==> src/hdl/ccs_pkg.sv <==
package ccs_pkg;

    typedef enum logic [2:0] {
        MODE_NORMAL  = 3'd0,
        MODE_SLASH   = 3'd1,
        MODE_LINE    = 3'd2,
        MODE_BLOCK   = 3'd3,
        MODE_STAR    = 3'd4,
        MODE_LIT     = 3'd5,
        MODE_LIT_ESC = 3'd6
    } scan_mode_t;

    localparam logic [7:0] CH_SLASH  = 8'h2F;
    localparam logic [7:0] CH_STAR   = 8'h2A;
    localparam logic [7:0] CH_BSLASH = 8'h5C;
    localparam logic [7:0] CH_NL     = 8'h0A;
    localparam logic [7:0] CH_SPACE  = 8'h20;
    localparam logic [7:0] CH_DQUOTE = 8'h22;
    localparam logic [7:0] CH_SQUOTE = 8'h27;

    // bytes a single input item may produce
    localparam logic [1:0] RUN_NONE = 2'd0;
    localparam logic [1:0] RUN_ONE  = 2'd1;
    localparam logic [1:0] RUN_TWO  = 2'd2;

    typedef struct packed {
        logic [7:0] in_byte;
        logic       text_last;
    } in_item_t;

    typedef struct packed {
        logic [7:0] out_byte;
        logic       byte_valid;
        logic       run_last;
        logic       text_end;
    } out_item_t;

    // everything one input item yields, queued between front and back
    typedef struct packed {
        logic [7:0] byte0;
        logic [7:0] byte1;
        logic [1:0] n_bytes;
        logic       text_last;
    } run_t;

    typedef struct packed {
        logic full;
        logic empty;
    } queue_status_t;

endpackage

==> src/hdl/ccs_stream_if.sv <==
interface ccs_stream_if #(
    parameter type payload_t = logic
) ();
    logic     valid;
    logic     ready;
    payload_t payload;

    modport source (output valid, output payload, input ready);
    modport sink   (input valid, input payload, output ready);
endinterface

==> src/hdl/ccs_front.sv <==
module ccs_front (
    input  logic                   clk,
    input  logic                   rst_n,
    ccs_stream_if.sink             text_in,
    input  ccs_pkg::queue_status_t queue_status,
    output logic                   push,
    output ccs_pkg::run_t          push_run
);
    import ccs_pkg::*;

    scan_mode_t mode_reg;
    scan_mode_t mode_next;
    logic       quote_single_reg;
    logic       quote_single_next;

    logic [7:0] c;
    logic       last;
    logic [7:0] quote;
    scan_mode_t mode_scan;
    logic       quote_scan;

    logic [1:0] n_base;
    logic [7:0] b0_base;
    logic [7:0] b1_base;
    logic       tail_en;
    logic [7:0] tail_byte;

    assign c     = text_in.payload.in_byte;
    assign last  = text_in.payload.text_last;
    assign quote = quote_single_reg ? CH_SQUOTE : CH_DQUOTE;

    assign text_in.ready = !queue_status.full;
    assign push          = text_in.valid && !queue_status.full;

    // next state
    always_comb
    begin
        mode_scan  = mode_reg;
        quote_scan = quote_single_reg;
        unique case (mode_reg)
            MODE_SLASH:
            begin
                if (c == CH_SLASH)
                    mode_scan = MODE_LINE;
                else if (c == CH_STAR)
                    mode_scan = MODE_BLOCK;
                else if (c == CH_DQUOTE)
                begin
                    mode_scan  = MODE_LIT;
                    quote_scan = 1'b0;
                end
                else if (c == CH_SQUOTE)
                begin
                    mode_scan  = MODE_LIT;
                    quote_scan = 1'b1;
                end
                else if (c != CH_SLASH)
                    mode_scan = MODE_NORMAL;
            end
            MODE_LINE:
            begin
                if (c == CH_NL)
                    mode_scan = MODE_NORMAL;
            end
            MODE_BLOCK:
            begin
                if (c == CH_STAR)
                    mode_scan = MODE_STAR;
            end
            MODE_STAR:
            begin
                if (c == CH_SLASH)
                    mode_scan = MODE_NORMAL;
                else if (c != CH_STAR)
                    mode_scan = MODE_BLOCK;
            end
            MODE_LIT:
            begin
                if (c == CH_BSLASH)
                    mode_scan = MODE_LIT_ESC;
                else if (c == quote)
                    mode_scan = MODE_NORMAL;
            end
            MODE_LIT_ESC:
                mode_scan = MODE_LIT;
            default:
            begin
                if (c == CH_SLASH)
                    mode_scan = MODE_SLASH;
                else if (c == CH_DQUOTE)
                begin
                    mode_scan  = MODE_LIT;
                    quote_scan = 1'b0;
                end
                else if (c == CH_SQUOTE)
                begin
                    mode_scan  = MODE_LIT;
                    quote_scan = 1'b1;
                end
                else
                    mode_scan = MODE_NORMAL;
            end
        endcase

        if (last)
        begin
            mode_next         = MODE_NORMAL;
            quote_single_next = 1'b0;
        end
        else
        begin
            mode_next         = mode_scan;
            quote_single_next = quote_scan;
        end
    end

    // emitted bytes
    always_comb
    begin
        n_base  = RUN_NONE;
        b0_base = 8'h00;
        b1_base = 8'h00;
        unique case (mode_reg)
            MODE_SLASH:
            begin
                if (c == CH_SLASH)
                begin
                    n_base  = RUN_TWO;
                    b0_base = CH_SPACE;
                    b1_base = CH_SPACE;
                end
                else if (c != CH_STAR)
                begin
                    b0_base = CH_SLASH;
                    b1_base = c;
                    n_base  = (c == CH_SLASH) ? RUN_ONE : RUN_TWO;
                end
            end
            MODE_LINE:
            begin
                n_base  = RUN_ONE;
                b0_base = (c == CH_NL) ? CH_NL : CH_SPACE;
            end
            MODE_BLOCK:
            begin
                if (c != CH_STAR)
                begin
                    n_base  = RUN_ONE;
                    b0_base = (c == CH_NL) ? CH_NL : CH_SPACE;
                end
            end
            MODE_STAR:
            begin
                if (c == CH_STAR)
                begin
                    n_base  = RUN_ONE;
                    b0_base = CH_SPACE;
                end
                else if (c != CH_SLASH)
                begin
                    n_base  = RUN_TWO;
                    b0_base = CH_SPACE;
                    b1_base = (c == CH_NL) ? CH_NL : CH_SPACE;
                end
            end
            MODE_LIT, MODE_LIT_ESC:
            begin
                n_base  = RUN_ONE;
                b0_base = c;
            end
            default:
            begin
                if (c != CH_SLASH)
                begin
                    n_base  = RUN_ONE;
                    b0_base = c;
                end
            end
        endcase

        // a held slash or star is flushed at end of text
        tail_en   = last && (mode_scan == MODE_SLASH || mode_scan == MODE_STAR);
        tail_byte = (mode_scan == MODE_SLASH) ? CH_SLASH : CH_SPACE;

        push_run.byte0     = b0_base;
        push_run.byte1     = b1_base;
        push_run.n_bytes   = n_base;
        push_run.text_last = last;
        if (tail_en)
        begin
            priority case (n_base)
                RUN_NONE:
                begin
                    push_run.byte0   = tail_byte;
                    push_run.n_bytes = RUN_ONE;
                end
                RUN_ONE:
                begin
                    push_run.byte1   = tail_byte;
                    push_run.n_bytes = RUN_TWO;
                end
                default: ;
            endcase
        end
    end

    always_ff @(posedge clk or negedge rst_n)
    begin
        if (!rst_n)
        begin
            mode_reg         <= MODE_NORMAL;
            quote_single_reg <= 1'b0;
        end
        else if (push)
        begin
            mode_reg         <= mode_next;
            quote_single_reg <= quote_single_next;
        end
    end

endmodule

==> src/hdl/ccs_queue.sv <==
module ccs_queue #(
    parameter int DEPTH = 4
) (
    input  logic                   clk,
    input  logic                   rst_n,
    input  logic                   push,
    input  ccs_pkg::run_t          push_run,
    input  logic                   pop,
    output ccs_pkg::run_t          head_run,
    output ccs_pkg::queue_status_t status
);
    import ccs_pkg::*;

    localparam int PTR_W = (DEPTH > 1) ? $clog2(DEPTH) : 1;
    localparam int CNT_W = $clog2(DEPTH + 1);
    localparam logic [PTR_W-1:0] LAST_SLOT = PTR_W'(DEPTH - 1);
    localparam logic [CNT_W-1:0] FULL_CNT  = CNT_W'(DEPTH);

    run_t             slots_reg [DEPTH];
    logic [PTR_W-1:0] wr_ptr_reg;
    logic [PTR_W-1:0] wr_ptr_next;
    logic [PTR_W-1:0] rd_ptr_reg;
    logic [PTR_W-1:0] rd_ptr_next;
    logic [CNT_W-1:0] count_reg;
    logic [CNT_W-1:0] count_next;

    assign status.full  = (count_reg == FULL_CNT);
    assign status.empty = (count_reg == '0);
    assign head_run     = slots_reg[rd_ptr_reg];

    always_comb
    begin
        wr_ptr_next = wr_ptr_reg;
        rd_ptr_next = rd_ptr_reg;
        count_next  = count_reg;
        if (push)
            wr_ptr_next = (wr_ptr_reg == LAST_SLOT) ? '0 : wr_ptr_reg + 1'b1;
        if (pop)
            rd_ptr_next = (rd_ptr_reg == LAST_SLOT) ? '0 : rd_ptr_reg + 1'b1;
        if (push && !pop)
            count_next = count_reg + 1'b1;
        else if (pop && !push)
            count_next = count_reg - 1'b1;
    end

    always_ff @(posedge clk or negedge rst_n)
    begin
        if (!rst_n)
        begin
            wr_ptr_reg <= '0;
            rd_ptr_reg <= '0;
            count_reg  <= '0;
        end
        else
        begin
            wr_ptr_reg <= wr_ptr_next;
            rd_ptr_reg <= rd_ptr_next;
            count_reg  <= count_next;
        end
    end

    always_ff @(posedge clk)
    begin
        if (push)
            slots_reg[wr_ptr_reg] <= push_run;
    end

endmodule

==> src/hdl/ccs_back.sv <==
module ccs_back (
    input  logic                   clk,
    input  logic                   rst_n,
    input  ccs_pkg::run_t          head_run,
    input  ccs_pkg::queue_status_t queue_status,
    output logic                   pop,
    ccs_stream_if.source           text_out
);
    import ccs_pkg::*;

    logic      out_valid_reg;
    logic      out_valid_next;
    out_item_t out_item_reg;
    out_item_t out_item_next;
    logic      second_reg;
    logic      second_next;
    logic      load;
    logic      take;
    logic      split;

    assign text_out.valid   = out_valid_reg;
    assign text_out.payload = out_item_reg;

    assign load  = !out_valid_reg || text_out.ready;
    assign take  = load && !queue_status.empty;
    // two-byte run, first byte still to go
    assign split = (head_run.n_bytes == RUN_TWO) && !second_reg;
    assign pop   = take && !split;

    always_comb
    begin
        out_valid_next = out_valid_reg;
        second_next    = second_reg;
        out_item_next  = out_item_reg;
        if (load)
        begin
            out_valid_next = !queue_status.empty;
            if (take)
            begin
                out_item_next.out_byte   = second_reg ? head_run.byte1 : head_run.byte0;
                out_item_next.byte_valid = (head_run.n_bytes != RUN_NONE);
                out_item_next.run_last   = !split;
                out_item_next.text_end   = !split && head_run.text_last;
                second_next              = split;
            end
        end
    end

    always_ff @(posedge clk or negedge rst_n)
    begin
        if (!rst_n)
        begin
            out_valid_reg <= 1'b0;
            second_reg    <= 1'b0;
        end
        else
        begin
            out_valid_reg <= out_valid_next;
            second_reg    <= second_next;
        end
    end

    always_ff @(posedge clk)
    begin
        out_item_reg <= out_item_next;
    end

endmodule

==> src/hdl/c_comment_stripper.sv <==
// Channel    Dir  Payload                                      Handshake
// text_in    in   in_byte[7:0], text_last                      valid/ready
// text_out   out  out_byte[7:0], byte_valid, run_last, text_end valid/ready
//
// One input item is taken per cycle while the run queue has room; each item
// yields one or two result items, delivered one per cycle by the output
// register while the receiver is ready.
// Each run is held in a queue slot, then each item in the output register.
// rst_n clears the scanner state, the queue pointers and the output valid.
// Front and back stall independently: the queue absorbs output back-pressure.
module c_comment_stripper #(
    parameter int QUEUE_DEPTH = 4
) (
    input  logic         clk,
    input  logic         rst_n,
    ccs_stream_if.sink   text_in,
    ccs_stream_if.source text_out
);
    import ccs_pkg::*;

    logic          push;
    logic          pop;
    run_t          push_run;
    run_t          head_run;
    queue_status_t queue_status;

    // front: scanner state, classifies each byte into a run of 0..2 bytes
    ccs_front u_front (
        .clk          (clk),
        .rst_n        (rst_n),
        .text_in      (text_in),
        .queue_status (queue_status),
        .push         (push),
        .push_run     (push_run)
    );

    // short queue of runs between the two halves
    ccs_queue #(
        .DEPTH (QUEUE_DEPTH)
    ) u_queue (
        .clk      (clk),
        .rst_n    (rst_n),
        .push     (push),
        .push_run (push_run),
        .pop      (pop),
        .head_run (head_run),
        .status   (queue_status)
    );

    // back: splits each run into result items through the output register
    ccs_back u_back (
        .clk          (clk),
        .rst_n        (rst_n),
        .head_run     (head_run),
        .queue_status (queue_status),
        .pop          (pop),
        .text_out     (text_out)
    );

endmodule

==> src/flat_wrapper.sv <==
// flat-port wrapper written by rule: the top's interface ports become plain ports
module c_comment_stripper_flat import ccs_pkg::*;
#(
    parameter int QUEUE_DEPTH = 4
)
  (clk, rst_n, text_in_valid, text_in_payload, text_in_ready, text_out_valid, text_out_payload, text_out_ready);
  ccs_stream_if #(.payload_t(in_item_t)) text_in_i ();
  ccs_stream_if #(.payload_t(out_item_t)) text_out_i ();
  input  logic clk;
  input  logic rst_n;
  input wire logic [$bits(text_in_i.valid)-1:0] text_in_valid;
  input wire logic [$bits(text_in_i.payload)-1:0] text_in_payload;
  output wire logic [$bits(text_in_i.ready)-1:0] text_in_ready;
  output wire logic [$bits(text_out_i.valid)-1:0] text_out_valid;
  output wire logic [$bits(text_out_i.payload)-1:0] text_out_payload;
  input wire logic [$bits(text_out_i.ready)-1:0] text_out_ready;
  assign text_in_i.valid = text_in_valid;
  assign text_in_i.payload = text_in_payload;
  assign text_in_ready = text_in_i.ready;
  assign text_out_valid = text_out_i.valid;
  assign text_out_payload = text_out_i.payload;
  assign text_out_i.ready = text_out_ready;
  c_comment_stripper #(.QUEUE_DEPTH(QUEUE_DEPTH)) u_core (.clk(clk), .rst_n(rst_n), .text_in(text_in_i), .text_out(text_out_i));
endmodule
==> config.mk <==
export PLATFORM = sky130hd
export DESIGN_NAME = c_comment_stripper_flat
export DESIGN_NICKNAME = d
export VERILOG_FILES = /design/src/hdl/ccs_pkg.sv /design/src/hdl/ccs_stream_if.sv /design/src/hdl/ccs_front.sv /design/src/hdl/ccs_queue.sv /design/src/hdl/ccs_back.sv /design/src/hdl/c_comment_stripper.sv /design/src/flat_wrapper.sv
export SDC_FILE = /design/constraint.sdc
export NUM_CORES = 1
export LEC_CHECK = 0
export BUFFER_PORTS_ARGS = -buffer_cell sky130_fd_sc_hd__buf_4
export CELL_PAD_IN_SITES_DETAIL_PLACEMENT = 2
export CELL_PAD_IN_SITES_GLOBAL_PLACEMENT = 2
export CORE_ASPECT_RATIO = 0.5
export CORE_MARGIN = 5
export CORE_UTILIZATION = 30
export CTS_CLUSTER_SIZE = 28
export DETAILED_ROUTE_END_ITERATION = 6
export PLACE_DENSITY = 0.56
export SYNTH_ARGS = -nofsm -noshare
export SYNTH_HDL_FRONTEND = slang
export SYNTH_HIERARCHICAL = 1
export SYNTH_SLANG_ARGS = --single-unit
==> constraint.sdc <==
create_clock -name clk -period 3 [get_ports clk]
set_clock_uncertainty 0.1 [all_clocks]
set_input_delay 0.15 -clock clk [delete_from_list [all_inputs] [get_ports clk]]
set_output_delay 0.15 -clock clk [all_outputs]
set_load 0.05 [all_outputs]
Word-level counts from Yosys, hierarchy flattened --
Memory sizes are Yosys's and may differ from the RTL's. Index checks and enable logic that the tools add are counted.
Cells by class: add/sub/neg operators 4, equality and inequality tests 25, muxes and demuxes 56, reduce and logical (&&, ||, !) cells 26
Operators with widths (count):
- 3-bit 2-to-1 mux | 18
- 6-bit 2-to-1 mux | 8
- 8-bit 2-to-1 mux | 6
- 8-bit case mux with 5 select lines | 1
- 8-bit by 6-bit equality test with 1-bit output (second input constant) | 4
- 18-bit 2-to-1 mux | 1
- 3-bit case mux with 6 select lines | 1
- 8-bit by 6-bit != test with 1-bit output (second input constant) | 2
- 8-bit case mux with 2 select lines | 1
- 3-bit equality test (second input constant) | 5
- 2-bit 2-to-1 mux | 6
- 1-bit 2-to-1 mux | 10
- 8-bit by 4-bit equality test with 1-bit output (second input constant) | 1
- 8-bit by 7-bit equality test with 1-bit output (second input constant) | 1
- 8-bit equality test | 1
- 1-bit logical AND | 8
- 2-bit case mux with 4 select lines | 1
- 1-bit logical NOT | 7
- 2-bit equality test (second input constant) | 3
- 3-bit by 1-bit equality test with 1-bit output (second input constant) | 2
- 3-bit by 2-bit equality test with 1-bit output (second input constant) | 2
- 5-bit OR reduction | 1
- 2-bit by 1-bit adder with 2-bit output (second input constant) | 2
- 4-bit 2-to-1 mux | 1
- 16 further kinds | 18
Word-level totals: register bits after elaboration 24, RAM bits 76, bits of input ports 13, output and inout port bits 13, logic and storage cells 123, memories kept 1
Memories:
- u_core.u_queue.slots_reg | words 4, bits a word 19, rd ports 1, clocked after Yosys merged registers in 0, write ports 1, line ccs_queue.sv:19 | run_t slots_reg [DEPTH];

Logic depth before layout (Yosys ltp) --
depth after elaboration 11, depth in mapped cells 12, gate-level depth less buffers 11

Cells and area by module --
Netlist, hierarchy kept.
By module, submodules not included:
- ccs_queue | times used 1, cells each 136, area each 3158.0 sq um, seq. area each 2457.4 sq um
- ccs_front | times used 1, cells each 148, area each 1061.0 sq um, seq. area each 100.1 sq um
- ccs_back | times used 1, cells each 32, area each 555.5 sq um, seq. area each 380.4 sq um

Least setup slack after synthesis --
Ideal clock, no wire load.
kind register to register, start register u_core.u_queue.rd_ptr_reg[0], end register u_core.u_queue.count_reg[2], setup time 0.079 ns, arrival 2.545 ns, required time 2.821 ns, slack 0.276 ns, stages on the path, launching flop included 13, buffers on the path 1, clock period less this slack 2.724 ns, path through dfrtp_1 -> buf_6 -> mux4_2 -> nor3b_4 -> inv_2 -> and2_1 -> inv_1 -> ha_1 -> inv_1 -> fa_1 -> xor2_1 -> nor2_1 -> xor2_1
RTL lines:
- from (decl) | line ccs_queue.sv:22 | logic [PTR_W-1:0] rd_ptr_reg;
- from (signal assigned) | line ccs_queue.sv:57 | rd_ptr_reg <= rd_ptr_next;
- to (signal assigned) | line ccs_queue.sv:58 | count_reg <= count_next;
- to (decl) | line ccs_queue.sv:24 | logic [CNT_W-1:0] count_reg;

==> results.ini <==
[status]
run_status=complete, no violations

[route]
route.detailed.wl_per_inst_microns=22.1
via_per_inst=5.02
drtIter0Drc=128
dr.pass1.iters=4
remaining_drc_errors=0
wl_microns=12700
ant_nets=0
vias=2877

[clock_network]
clk_pin_slew_ps=70
numCtsBuffers=9
clock_path_buffers=2
cts_tree=done
cts_root_buf=clkbuf_16
cts_sinks=100
htree_levels=3
clkLatencyLatePin_ps=350

[setup_path]
crit_fanout=12
slowest_stage=dfrtp_1
crit_arrival_ps=2850
crit_type=reg2reg
cp_slowest_stage_delay_ps=510
crit_required_ps=3010
endpoint_kind=flip-flop
worstSetupStartpointType=flip-flop
crit_chain=or3_1, o21ai_0, a41oi_1, nor4b_4, a31oi_4, a311oi_4, a21oi_1, buf_4

[floorplan]
initial_utilization_pct=30.8
dieArea_sq_um=18700
io_pins=26
die_x_microns=188
die_y_microns=99.2
core_area_sq_um=15500
fp-row-count=32

[sta]
fmax_mhz=352
fin_crit_sh_pct=94.7
relSlewSlack_pct=16.4
tightest_slew_ps=1250
finalHoldViolations=0
period_minus_slack_ps=2840
finalMaxSlewViolations=0
setup_viol=0

[synthesis]
synth_nets=339
yosysMostFrequentCell=edfxtp_1
ys_seq_area_share_pct=61.5
synth-main-ff-cell=edfxtp_1
synth_area_leaders=edfxtp_1 55%, mux4_2 8.5%, dfrtp_1 6.8%
ys_ff_latch=100
synth-edff-count=87
syn_area_per_cell_sq_um=15.1
synth_area_sq_um=4770
ys_async_sr_fraction_pct=13.0
synthTopCellsByCount=87 x edfxtp_1, 22 x nand2_1, 18 x mux4_2, 15 x nor2_1, 15 x o21ai_0
synth_top_area_share_pct=54.7
yosysTopAreaCell=edfxtp_1
yosysWarnings=6
synth_cell_types=64
syn_inst=316

[finish]
syn2layout_area_growth_pct=18.3
fin_nets=387
largest_reg_flops=76
final_area_sq_um=5650
antenna_cells=0
drive_gt1_share_pct=31.7
stdcell_count=573

[global_route]
track_usage_pct=14.2
grt_pass1_wl_microns=19900
grt_pass1_vias=3278
grt_max_degree=20
antenna_found_initial=0
grt_overflow_total=0

[place]
dp.cells=552
io_buffers=25
place_congestion=0.827
place_hpwl_microns=9060
dpl-instance-area_sq_um=5290

[power]
power.density_nw_per_um2=934
peakVddDrop_mv=0.292
total_leakage_power_uw=0.00200

[flow_run]
maxCapViolations=0

[worst_hold_path]
min_path_type=in2reg

placed cells by master, fill, tap and decap left out, types with 9 or more instances in the layout:
cell / synthesis / layout
mux2_2: 11 / 11
a21oi_1: 10 / 9
nor2_1: 15 / 15
clkbuf_16: 0 / 9
nand2_1: 22 / 22
inv_1: 14 / 14
edfxtp_1: 87 / 87
o21ai_0: 15 / 15
buf_4: 2 / 50
mux4_2: 18 / 18
dfrtp_1: 13 / 11
layer usage:
layer / wire [microns] / vias up / global-route usage [%]
met4: 107 / 0 / 2.41
met1: 6390 / 1516 / 20.2
met5: 0 / - / 0
li1: - / 1321 / -
met2: 5830 / 30 / 22.4
met3: 354 / 10 / 3.44
layout make-up:
cell class / count / area, sq um
Fill cell: 1548 / 9850
Sequential cell: 100 / 2940
Multi-Input combinational cell: 185 / 1710
Timing Repair Buffer: 52 / 395
Tap cell: 204 / 255
Clock buffer: 10 / 229
Inverter: 16 / 60.1
Clock inverter: 6 / 56.3
logic make-up after synthesis:
| family | Yosys count | share of synthesized area, % |
|---|---|---|
| xor+xnor | 5 | 0.917 |
| mux | 33 | 12.3 |
| buf+inv | 31 | 3.22 |
| compound gates | 58 | 9.57 |
| flops | 100 | 61.5 |
| simple gates | 79 | 9.70 |
| fa+ha+maj | 10 | 2.78 |
what timing repair did:
item,CTS,global route
buffers inserted,0,3
hold buffers,2,0
endpoints found under the hold margin,14,0
setup endpoints to repair,0,17
resized for setup,0,7
metrics by stage:
stage          utilization (%)  power [uW]  setup slack (ps)  setup TNS, ps  hold slack, ps
2_1_floorplan                -        3530               276              0            -246
3_3_place_gp              34.1        4080               116              0           -76.8
3_5_place_dp              34.1        4180              37.9              0           -72.4
4_1_cts                   36.1        5310              33.2              0            30.8
5_1_grt                   36.5        5580             -13.5          -51.0            33.2
6_report                  36.5        5280               158              0            49.0
critical path: cells and delay by family, from the launching register on:
kind / cells / cell delay [ps]
AND/OR/NAND/NOR: 2 / 920
AO/OA/AOI/OAI: 5 / 910
flip-flops: 1 / 510
buffers and inverters: 1 / 160
where the power goes:
part | switching, uW | internal (uW)
clock | 528 | 581
sequential | 152 | 2010
combinational | 1180 | 834
total | 1860 | 3420
final timing paths:
| kind | startpoint | to | slack [ps] | cells after the start |
|---|---|---|---|---|
| worst min-delay path | text_in_payload[0] | u_core/u_queue/slots_reg[3][0] | 50 | 1 |
| worst max-delay path | u_core/u_front/mode_reg[1] | u_core/u_queue/slots_reg[3][3] | 160 | 8 |
| worst min register to register | u_core/u_queue/count_reg[2] | u_core/u_queue/count_reg[2] | 420 | 1 |
| min in group asynchronous | rst_n | u_core/u_queue/rd_ptr_reg[1] | 100 | 2 |
| max in group asynchronous | rst_n | u_core/u_front/mode_reg[2] | 2480 | 2 |
| worst max register to register | u_core/u_front/mode_reg[1] | u_core/u_queue/slots_reg[3][3] | 160 | 8 |
(Power assumes the default switching activity.)
